<file path="config.mk">
export PLATFORM = sky130hd
export DESIGN_NAME = cdp_acc
export DESIGN_NICKNAME = d
export VERILOG_FILES = /design/src/rtl/cdp_pkg.sv /design/src/rtl/cdp_acc.sv
export SDC_FILE = /design/constraint.sdc
export NUM_CORES = 1
export LEC_CHECK = 0
export ABC_AREA = 1
export BUFFER_PORTS_ARGS = -buffer_cell sky130_fd_sc_hd__buf_2
export CORE_MARGIN = 3
export CORE_UTILIZATION = 58
export DETAILED_ROUTE_END_ITERATION = 7
export GPL_TIMING_DRIVEN = 0
export HOLD_SLACK_MARGIN = 0.1
export PLACE_DENSITY = 0.88
export SLEW_MARGIN = 10
export SYNTH_ARGS = -nofsm -noshare
export SYNTH_HDL_FRONTEND = slang
export SYNTH_SLANG_ARGS = --single-unit
</file>
<file path="constraint.sdc">
create_clock -name clk -period 2.9 [get_ports clk]
set_input_delay 0.58 -clock clk [delete_from_list [all_inputs] [get_ports clk]]
set_output_delay 0.58 -clock clk [all_outputs]
set_load 0.05 [all_outputs]
</file>
<file path="src/rtl/cdp_pkg.sv">
// Shared types, widths and the rounding shift function for the complex dot product.
package cdp_pkg;

  localparam int DATA_W      = 32;
  localparam int SHIFT_W     = 5;
  localparam int IN_TDATA_W  = 4 * DATA_W;
  localparam int OUT_TDATA_W = 2 * DATA_W;

  typedef logic signed [DATA_W-1:0] word_t;
  typedef logic [SHIFT_W-1:0]       shamt_t;

  // One accepted input word, unpacked
  typedef struct packed {
    word_t a_re;
    word_t a_im;
    word_t b_re;
    word_t b_im;
    logic  last;
  } pair_t;

  // Low halves of the four partial products
  typedef struct packed {
    word_t rr;
    word_t ii;
    word_t ri;
    word_t ir;
    logic  last;
  } prod_t;

  // Rounded and shifted real and imaginary terms
  typedef struct packed {
    word_t re;
    word_t im;
    logic  last;
  } term_t;

  // Add half an LSB (none for a zero shift), wrap, then shift right arithmetically
  function automatic word_t round_shift(word_t v, shamt_t s);
    word_t rc;
    word_t t;
    rc = '0;
    if (s != '0) begin
      rc = word_t'(1) << (s - shamt_t'(1));
    end
    t = v + rc;
    return t >>> s;
  endfunction

endpackage

</file>
<file path="src/rtl/cdp_acc.sv">
// Wrapping accumulators and the result register.
module cdp_acc (
  input  logic                  clk,
  input  logic                  rst_n,
  input  logic                  term_valid,
  output logic                  term_ready,
  input  cdp_pkg::term_t        term,
  output logic                  out_valid,
  input  logic                  out_ready,
  output cdp_pkg::word_t        c_re,
  output cdp_pkg::word_t        c_im
);
  import cdp_pkg::*;

  word_t acc_re_r, acc_re_nxt;
  word_t acc_im_r, acc_im_nxt;
  logic  out_v_r, out_v_nxt;
  word_t c_re_r;
  word_t c_im_r;
  word_t sum_re;
  word_t sum_im;
  logic  consume;
  logic  emit;

  // A last word needs the result slot free; others always go in
  assign consume    = term_valid && (!term.last || !out_v_r || out_ready);
  assign emit       = consume && term.last;
  assign term_ready = !term.last || !out_v_r || out_ready;

  assign sum_re = acc_re_r + term.re;
  assign sum_im = acc_im_r + term.im;

  // Advance the sums; clear them when a dot product is finished
  always_comb begin
    acc_re_nxt = acc_re_r;
    acc_im_nxt = acc_im_r;
    out_v_nxt  = out_v_r;
    if (out_v_r && out_ready) begin
      out_v_nxt = 1'b0;
    end
    if (consume) begin
      if (term.last) begin
        acc_re_nxt = '0;
        acc_im_nxt = '0;
        out_v_nxt  = 1'b1;
      end else begin
        acc_re_nxt = sum_re;
        acc_im_nxt = sum_im;
      end
    end
  end

  always_ff @(posedge clk) begin
    if (!rst_n) begin
      acc_re_r <= '0;
      acc_im_r <= '0;
      out_v_r  <= 1'b0;
    end else begin
      acc_re_r <= acc_re_nxt;
      acc_im_r <= acc_im_nxt;
      out_v_r  <= out_v_nxt;
    end
  end

  // Load the result word
  always_ff @(posedge clk) begin
    if (emit) begin
      c_re_r <= sum_re;
      c_im_r <= sum_im;
    end
  end

  assign out_valid = out_v_r;
  assign c_re      = c_re_r;
  assign c_im      = c_im_r;

`ifndef SYNTHESIS
  a_clear_after_emit: assert property (@(posedge clk) disable iff (!rst_n)
    emit |=> (acc_re_r == '0) && (acc_im_r == '0))
    else $error("accumulators not cleared after a result");

  a_result_from_last: assert property (@(posedge clk) disable iff (!rst_n)
    $rose(out_v_r) |-> $past(emit))
    else $error("result appeared without a last word");

  a_acc_hold: assert property (@(posedge clk) disable iff (!rst_n)
    rst_n && !consume |=> $stable(acc_re_r) && $stable(acc_im_r))
    else $error("accumulators moved without a word");

  a_no_overwrite: assert property (@(posedge clk) disable iff (!rst_n)
    out_v_r && !out_ready |=> out_v_r && $stable(c_re_r) && $stable(c_im_r))
    else $error("pending result overwritten");
`endif

endmodule

</file>
# Yosys cells after proc, flatten, opt, wreduce, memory -nomap -nowiden
# Index checks and enable logic that the tools add are counted.
# word_totals
output_inout_bits,66
regBits,129
# classes
n_reduce_logical,7
n_mux,5
addsub,2
# ops
cell,count
$add A32 B32 Y32,2
$mux W32,2
$logic_and A1 B1 Y1,3
$mux W1,3
$logic_not A1 Y1,2
$logic_or A1 B1 Y1,2

# Depth between registers and ports, before layout
# Gate-level depths: netlist (run 1).
# depth
word_depth,5
depth_mapped,13

# Worst setup path after synthesis (run 1)
# OpenSTA, ideal clock, no wires.
# synth_path
path_type,input-to-reg
start,input port out_ready
end,"register c_im_r[0], in the netlist c_im[0], enable pin"
required_ns,2.482
path_stages,4
arrival_ns,2.394
slack_ns,0.088
cell_sequence,nor2_1 nand2_1 nand3_1 inv_1
# synth_between
elab_chain_len,3
# synth_lines
item,line,source
from (decl),cdp_acc.sv:9,"input logic out_ready,"
$logic_or A1 B1 Y1,-,
net term_ready,cdp_acc.sv:6,"output logic term_ready,"
$logic_and A1 B1 Y1,cdp_acc.sv:26,assign consume = term_valid && (!term.last || !out_v_r || out_ready);
$logic_and A1 B1 Y1,cdp_acc.sv:27,assign emit = consume && term.last;
net emit,cdp_acc.sv:23,logic emit;
to (signal assigned),cdp_acc.sv:69,c_im_r <= sum_im;
to (decl),cdp_acc.sv:19,word_t c_im_r;
# The timed path passes the listed nets, and every way through them passes these cells.
# A chain may end at the register's enable or synchronous reset.

# Worst setup path after layout (run 1)
# layout_path
start,register acc_re_r[0]
end,"register c_re_r[20], in the netlist c_re[20] (data pin)"
# layout_between
elab_chain_len,1
# layout_lines
item,line,source
from (decl),cdp_acc.sv:15,"word_t acc_re_r, acc_re_nxt;"
from (signal assigned),cdp_acc.sv:59,acc_re_r <= acc_re_nxt;
$add A32 B32 Y32,cdp_acc.sv:30,assign sum_re = acc_re_r + term.re;
net sum_re[20],cdp_acc.sv:20,word_t sum_re;
to (signal assigned),cdp_acc.sv:68,c_re_r <= sum_re;
to (decl),cdp_acc.sv:18,word_t c_re_r;
# The timed path passes the listed nets, and every way through them passes these cells.

==> results.txt, run 1 <==
- FMAX: between 400 and 500 MHz
* Class of the tightest hold or removal check: input port to flip-flop
- Cts hold-fix bufs: 0
- After clock tree synthesis, the repair step resized 0 gates.
* Proportion of register bits with asynchronous set or reset after synthesis: 0
- Area growth from synthesis to final layout: 17.2%
- The number of setup buffers added after CTS is 0.
* Clock tree from TritonCTS: yes
* Post-route setup TNS: 0 ps
* Count of vias placed by the detailed router: 8861
- Warning count from the yosys run: 0
- For this design the static power due to leakage is 5.78 nW.
- Measured along the y axis, the die boundary spans about 130 µm.
- Post-Synthesis Net Count: ~1500
- Width of the die: 131 µm
- Most frequently used flop master after synthesis: dfxtp_1
- Net switching power figure: roughly 1.8 mW
* Global-route wire length before repair: 40300 µm
- Global route overflow: 0
* Insertion delay to the later sink of the worst-skew pair: approximately 420 ps
- The worst setup path is launched from a flip-flop.
- Cell Area, Synth: between 0.009 and 0.01 mm²
- For this configuration, the core starts out at a cell density of 0.595.
- Fin Clk Skew: ~10 ps
- Proportion of power drawn by the clock network: 0.394
* Number of I/O port buffers: about 130
- In the finished design, the share of the clock period the worst path needs comes to 0.756.
- The congestion estimate from routability-driven global placement came to roughly 1.
- Buffers plus inverters on the worst setup path: 0
- Summed over all layers, the routed wires come to 25700 µm.
* EDFF count, synth: between 60 and 70
* Final critical-path required period: ~2200 ps
- Reg clk slew, reported paths: about 60 ps
* Initial detailed-routing violation count: between 600 and 700
- By startpoint and endpoint, the worst setup path is classified as flip-flop to flip-flop.
- The endpoint identified for the worst register-to-register timing path is c_re[20]$_DFFE_PP_.
- Using the TritonRoute via totals, the vias-per-cell ratio works out to ~5.1.
- WL per Instance: 14.8 µm
* Fin. Hold Viols: 0
- The share of total power dissipated in combinational logic is 0.234.
- Total die area: roughly 0.017 mm²
- On the final layout, the worst hold slack is slightly below 400 ps.
- Mean instance size in the synthesized netlist: about 6.7 µm²
- Counting buffers and inverters, the worst setup path is 9 cells deep.
* Pin slew with the least headroom to its limit: ~900 ps
- The startpoint identified for the worst register-to-register timing path is acc_re_r[0]$_SDFFE_PN0P_.
- The worst hold path passes through 3 cells.
- The layout has 1311 filler cells.
* Data required, critical path: ~3000 ps
- Worst-case clock buffer depth: 2
- For this run, the total global-route usage over all layers was measured as 0.303.
- The number of antenna violations at the first check in global routing is 0.
- Most frequent cell on the critical path: nand3_1
- Global-route track usage on met1: 0.342
- Number of design rule violations left after detail routing: 0
- The total area inside the core boundary comes to 0.0153 mm².
- Across all register-to-register paths, the minimum setup slack is roughly 710 ps.
* IO Pins: 135
- The startpoint identified for the worst hold timing path is rst_n.
- STA classifies the critical path endpoint as a flip-flop.
- For this design, the slowest cell found on the critical path is fa_1.
- Antenna-violating nets left: 0
- The number of global-route vias before repair is ~8600.
- CTS placed an instance of clkbuf_16 at the clock tree root.
* PD cells: around 540 mW/mm²
* Sequence of cells on the critical path: ha_1 > fa_1 > nand3_1 > nand3_1 > nand3_1 > nand3_2 > nand3_1 > nand3_1 > and2_1
- The critical path ends at c_re[20]$_DFFE_PP_.
* CTS H-tree depth: 4
- Along the worst path, the maximum fanout reaches 3.
- Post-synthesis cell type count: 27
* Pin count of the biggest net entering global routing: 66
- Of the synthesized area, sequential elements account for 0.355.
* Global routing usage on met3: 0.0579
* Power Internal: roughly 3.9 mW
* Relative slew slack: 0.398
* Fraction of final layout cells with drive strength greater than 1: 0.144
- CP arrival: about 2400 ps
- Placed insts: about 1700
* Cell count of the worst reg-to-reg path: 9
* Number of failing setup endpoints in the final timing report: 0
- TritonCTS Sinks: approximately 130
* Max-Cap Viols: 0
- The number of max-slew violations in the final report is 0.
- Biggest cell delay along the critical path: ~440 ps
- Counting the buffers created by CTS gives 17.
* 1st-pass router iterations: 5
* Most Used Layer, Global Route: met2
- Final antenna diode count: 0
- Of the total power, the share spent switching nets is 0.311.
- Highest ir drop seen on vdd: around 600 µV
- Of the total power, registers draw 0.372.
- Setup repair after global routing left no endpoint under its margin.
* Half-perimeter wire length of the detailed placement result: 19800 µm
* Top Family by Delay on Critical Path: simple AND/OR/NAND/NOR gates
- In the final design database the tool counted 1646 nets.
- Final instance count without filler cells: about 1700
- Synthesis inferred around 130 register bits.
- The most critical setup path has its startpoint at acc_re_r[0]$_SDFFE_PN0P_.
* Placement row count: between 40 and 50
- Cell count after synthesis: 1360
- Met2 layer usage reported by global route: 0.549
- The flow ran to the end, and the final reports show no timing, DRC or antenna violations.
worst register-to-register path, delay by kind of cell (launching register included):
family | cells | cell delay, ps
flip-flops | 1 | 310
AND/OR/NAND/NOR | 7 | 990
adder cells (fa/ha/maj) | 2 | 670
stage by stage:
| step | area, µm² | worst slack [ps] | total power, mW | util |
|---|---|---|---|---|
| global route | 10600 | 599 | 5.92 | 0.697 |
| finish | 10600 | 707 | 5.70 | 0.697 |
| CTS | 10600 | 716 | 5.70 | 0.697 |
| global placement | 10000 | -239 | 3.43 | 0.656 |
| detailed placement | 10000 | 311 | 3.46 | 0.656 |
| floorplan | 9080 | 87.6 | 3.11 | - |
kinds of logic (layout without fill, tap and decap cells):
| group | Yosys count | after routing | share of synthesized area |
|---|---|---|---|
| compound gates | 109 | 109 | 0.0615 |
| xor+xnor | 32 | 32 | 0.0350 |
| fa+ha+maj | 64 | 64 | 0.0899 |
| buf+inv | 260 | 426 | 0.109 |
| flops | 129 | 129 | 0.355 |
| simple gates | 766 | 766 | 0.349 |
power by group through the flow:
stage | Sequential (mW) | Clock, mW | Combinational, mW
floorplan | 2.37 | 0 | 0.743
global placement | 2.15 | 0 | 1.28
detailed placement | 2.15 | 0 | 1.31
CTS | 2.12 | 2.26 | 1.32
global route | 2.13 | 2.32 | 1.47
finish | 2.12 | 2.24 | 1.34
flip-flops by register name, indices dropped and copies added, names as in the netlist:
signal / cells
acc_im_r: 32
acc_re_r: 32
c_im: 32
c_re: 32
out_valid: 1
routing by layer:
metal | routed length [µm] | share of wire | vias up
met5 | 0 | 0 | -
met4 | 1090 | 0.042 | 0
met3 | 1490 | 0.058 | 74
met2 | 12900 | 0.50 | 319
met1 | 10200 | 0.40 | 3963
li1 | - | - | 4505
synthesized netlist by cell type (4+ instances only):
cell / instances / area, µm²
edfxtp_1: 64 / 1920
and2_1: 29 / 181
ha_1: 62 / 776
nor2_1: 74 / 278
xor2_1: 25 / 219
nand2_2: 13 / 81.3
xor2_2: 5 / 81.3
nand3_2: 6 / 60.1
clkbuf_1: 6 / 22.5
nand3_1: 71 / 355
nand3b_1: 4 / 30.0
dfxtp_1: 65 / 1300
inv_2: 7 / 26.3
buf_2: 13 / 65.1
nand2_1: 555 / 2080
inv_1: 234 / 878
a21oi_1: 103 / 515
nor2_2: 5 / 31.3
how the worst min path moves through the flow:
stage,end,slack [ps]
after floorplan,acc_re_r[5]$_SDFFE_PN0P_,450
after global placement,acc_im_r[23]$_SDFFE_PN0P_,460
after detailed placement,acc_im_r[19]$_SDFFE_PN0P_,460
after CTS,out_valid$_SDFF_PN0_,380
after global routing,out_valid$_SDFF_PN0_,410
final,out_valid$_SDFF_PN0_,400
final cells by class:
type / count / area (µm²) / share of cell area
Multi-Input combinational cell: 971 / 4860 / 0.457
Sequential cell: 129 / 3220 / 0.303
Inverter: 241 / 907 / 0.0853
Timing Repair Buffer: 134 / 671 / 0.0630
Clock buffer: 23 / 498 / 0.0468
Tap cell: 211 / 264 / 0.0248
Clock inverter: 9 / 128 / 0.0120
Buffer: 19 / 87.6 / 0.00823
placed cells by master (no fill, tap or decap), types with 3 or more instances in the layout:
| master | synthesis | layout |
|---|---|---|
| clkinv_2 | 0 | 3 |
| nand3_1 | 71 | 71 |
| buf_2 | 13 | 147 |
| clkbuf_1 | 6 | 7 |
| nor2_2 | 5 | 5 |
| clkbuf_16 | 0 | 17 |
| inv_1 | 234 | 233 |
| o21bai_1 | 3 | 3 |
| nand2_2 | 13 | 13 |
| nand3b_1 | 4 | 4 |
| nand3_2 | 6 | 6 |
| clkbuf_8 | 0 | 5 |
| xor2_2 | 5 | 5 |
| ha_1 | 62 | 62 |
| bufinv_16 | 0 | 3 |
| xor2_1 | 25 | 25 |
| nand2_1 | 555 | 555 |
| nor3_1 | 3 | 3 |
| edfxtp_1 | 64 | 64 |
| nor3_2 | 3 | 3 |
| a21oi_1 | 103 | 103 |
| and2_1 | 29 | 29 |
| dfxtp_1 | 65 | 65 |
| nor2_1 | 74 | 74 |
| inv_2 | 7 | 7 |
| clkinvlp_4 | 0 | 3 |
Power figures use the tool's default switching activity.
==> run 2, diff against run 1 <==
==> constraint.sdc (replaced) <==
create_clock -name clk -period 2.3 [get_ports clk]
set_input_delay 0.46 -clock clk [delete_from_list [all_inputs] [get_ports clk]]
set_output_delay 0.46 -clock clk [all_outputs]
set_load 0.05 [all_outputs]
==> run 2 against run 1 <==
Net effect:
- clock skew down 2.2 ps
- highest routed layer unchanged
- sequential power up 26%
- first-iteration DRC count up 7.2%
- clock power up 14%
- global-route usage down 1.1 points
- die area unchanged
- combinational power up 25%
- total power up 21%
- sequential share of layout area up 0.12 points
- worst setup slack worse by 540 ps
==> results.txt, run 2 (synthesized netlist as in run 1, its figures left out) <==
- The maximum level of the CTS H-tree was 4 (unchanged).
* 1st-pass router iterations: 5 (unchanged)
- Placed inst area: 0.0100 mm² (+0.35%)
- The largest vdd supply drop came to 548 µV (-7.5%).
* Final period util: 0.927 (+0.171)
- Starting utilization of the core area: 0.595 (unchanged)
- Commonest non-fill, non-tap cell in the layout: nand2_1
- The path class of the tightest hold or removal check is input port to flip-flop.
- The area taken by multi-input logic gates is 0.00488 mm² (+0.31%).
- Via density: 5.04 (-1.1%)
- The routability congestion estimate from global placement is 0.960 (-4.1%).
* Core region area: 0.0153 mm² (unchanged)
- The worst setup path is captured at a flip-flop.
- Reg clk slew, reported paths: 60 ps (about the same)
* Final standard cell area without fillers: 0.0106 mm² (-0.28%)
* Data required, critical path: 2480 ps (-590 ps)
- IO Pins: 135 (unchanged)
* Relative slew slack: 0.506 (+0.108)
* Hold Path Origin: rst_n
* Area growth from synthesis to final layout: 16.9%
- The count of unresolved DRC violations after routing was 0 (unchanged).
- CP arrival: 2310 ps (-60 ps)
- Insertion delay to the later sink of the worst-skew pair: 430 ps (about the same)
- Number of slew-limit violations in the final report: 0 (unchanged)
* Pre-CTS WS: -114 ps (-425 ps)
* Count of vias placed by the detailed router: 8768 (-1.0%)
- CTS Root Buffer Type: clkbuf_16
- Worst-case clock buffer depth: 2 (unchanged)
- In this run the worst setup path begins at acc_re_r[0]$_SDFFE_PN0P_.
* Global route overflow: 0 (unchanged)
- Antenna violations before repair: 0 (unchanged)
- The fill cell total of the finished layout is 1314 (+0.23%).
- The die area was 0.0172 mm² (unchanged).
- The number of global-route vias before repair was 8243 (-3.7%).
- The cell area power density came to 650 mW/mm² (+21%).
- The final cell count without fillers was 1738 (+0.058%).
- Critical path type: flip-flop to flip-flop
- Antenna-violating nets left: 0 (unchanged)
- The die outline height is 131 µm (unchanged).
- Pin count of the biggest net entering global routing: 37 (-44%)
* FMAX: 469 MHz (+2.9%)
- The number of violations of the max-capacitance limit was 0 (unchanged).
- DRT Wirelength: 24500 µm (-4.4%)
* Global-route wire length before repair: 39100 µm (-2.9%)
- Fin. Hold Viols: 0 (unchanged)
- Placement row count: 45 (unchanged)
* Placed insts: 1706 (+0.059%)
- Worst reg2reg setup slack: 170 ps (-540 ps)
- WL per Instance: 14.1 µm (-4.4%)
- The DRC marker count from the first detailed-route iteration came to 644 (+7.2%).
- The run finished with clean final reports.
* Final antenna diode count: 0 (unchanged)
- Element type at the critical path start: flip-flop
- TritonCTS Sinks: 129 (unchanged)
- Final critical-path required period: 2130 ps (-61.3 ps)
- The number of nets at the end of the flow was 1647 (+0.061%).
- TritonCTS built the clock tree.
* Number of buffers added by the clock tree synthesis step: 17 (unchanged)
- Pin slew with the least headroom to its limit: 739 ps (-164 ps)
* Width of the die: 131 µm (unchanged)
- Fraction of final layout cells with drive strength greater than 1: 0.147 (+0.00318)
* Reg-to-Reg Start: acc_re_r[0]$_SDFFE_PN0P_
* Highest fanout seen on the critical path: 3 (unchanged)
- Leakage: 5.75 nW (-0.44%)
- Number of failing setup endpoints in the final timing report: 0 (unchanged)
- Combined flip-flop and latch cell area: 0.00323 mm² (+0.12%)
- The overall routing resource usage is 0.292 (-0.0108).
* Worst setup slack after layout: 169 ps (-539 ps)
- The number of buffers inserted by post-CTS setup repair came to 0 (unchanged).
- Fin Clk Skew: 7.75 ps (-2.21 ps)
* Number of I/O port buffers: 134 (unchanged)
- Leaving out fill and tap cells, the most frequent cells in the layout are nand2_1, inv_1, buf_2.
* RSZ-0062 raised after global routing: false
* Half-perimeter wire length of the detailed placement result: 19200 µm (-3.0%)
## run 2: stage by stage
| step | util | setup TNS [ps] | total power [mW] | hold WS (ps) |
|---|---|---|---|---|
| after floorplan | - | 0 | 3.92 | 448 |
| after global placement | 0.657 | -27210 | 4.32 | 455 |
| after detailed placement | 0.659 | -451 | 4.36 | 459 |
| after CTS | 0.695 | 0 | 6.91 | 241 |
| after global routing | 0.695 | 0 | 7.21 | 254 |
| final | 0.695 | 0 | 6.89 | 251 |
## run 2: timing repair
item / 4_1_cts / 5_1_grt
hold buffers: 0 / 0
setup endpoints to repair: 0 / 1
gates resized for setup: 0 / 1
## run 2: final cells by class
cell class                      count  share of cell area
Multi-Input combinational cell    971               0.460
Sequential cell                   129               0.304
Inverter                          241              0.0856
Timing Repair Buffer              135              0.0651
Clock buffer                       18              0.0414
Tap cell                          211              0.0249
Clock inverter                     14              0.0110
Buffer                             19             0.00826
## run 2: path summary, 6_finish.rpt
check | end | depth (start not counted)
setup / recovery | c_re[28]$_DFFE_PP_ | 9
hold / removal | out_valid$_SDFF_PN0_ | 3
setup reg to reg | c_re[28]$_DFFE_PP_ | 9
hold reg to reg | acc_im_r[12]$_SDFFE_PN0P_ | 2
## run 2: power by group
part,total [mW],switching [mW],internal (mW)
logic,1.67,1.17,0.504
clock network,2.55,1.05,1.50
registers,2.67,0.0595,2.61
total,6.89,2.28,4.61
## run 2: per-layer routing
metal / up-vias / wire length (µm) / track usage
met3: 59 / 1300 / 0.0600
li1: 4503 / - / -
met4: 0 / 758 / 0.116
met1: 3953 / 10400 / 0.351
met5: - / 0 / 0
met2: 253 / 12100 / 0.510
## run 2: worst max-delay path: stages (launching register included)
cell and delay [ps]:
dfxtp_1 310, ha_1 220, fa_1 430, nand3_1 110, nand3_2 120, nand3_1 110
nand3_2 140, nand2_1 170, nand3_1 100, and2_1 180
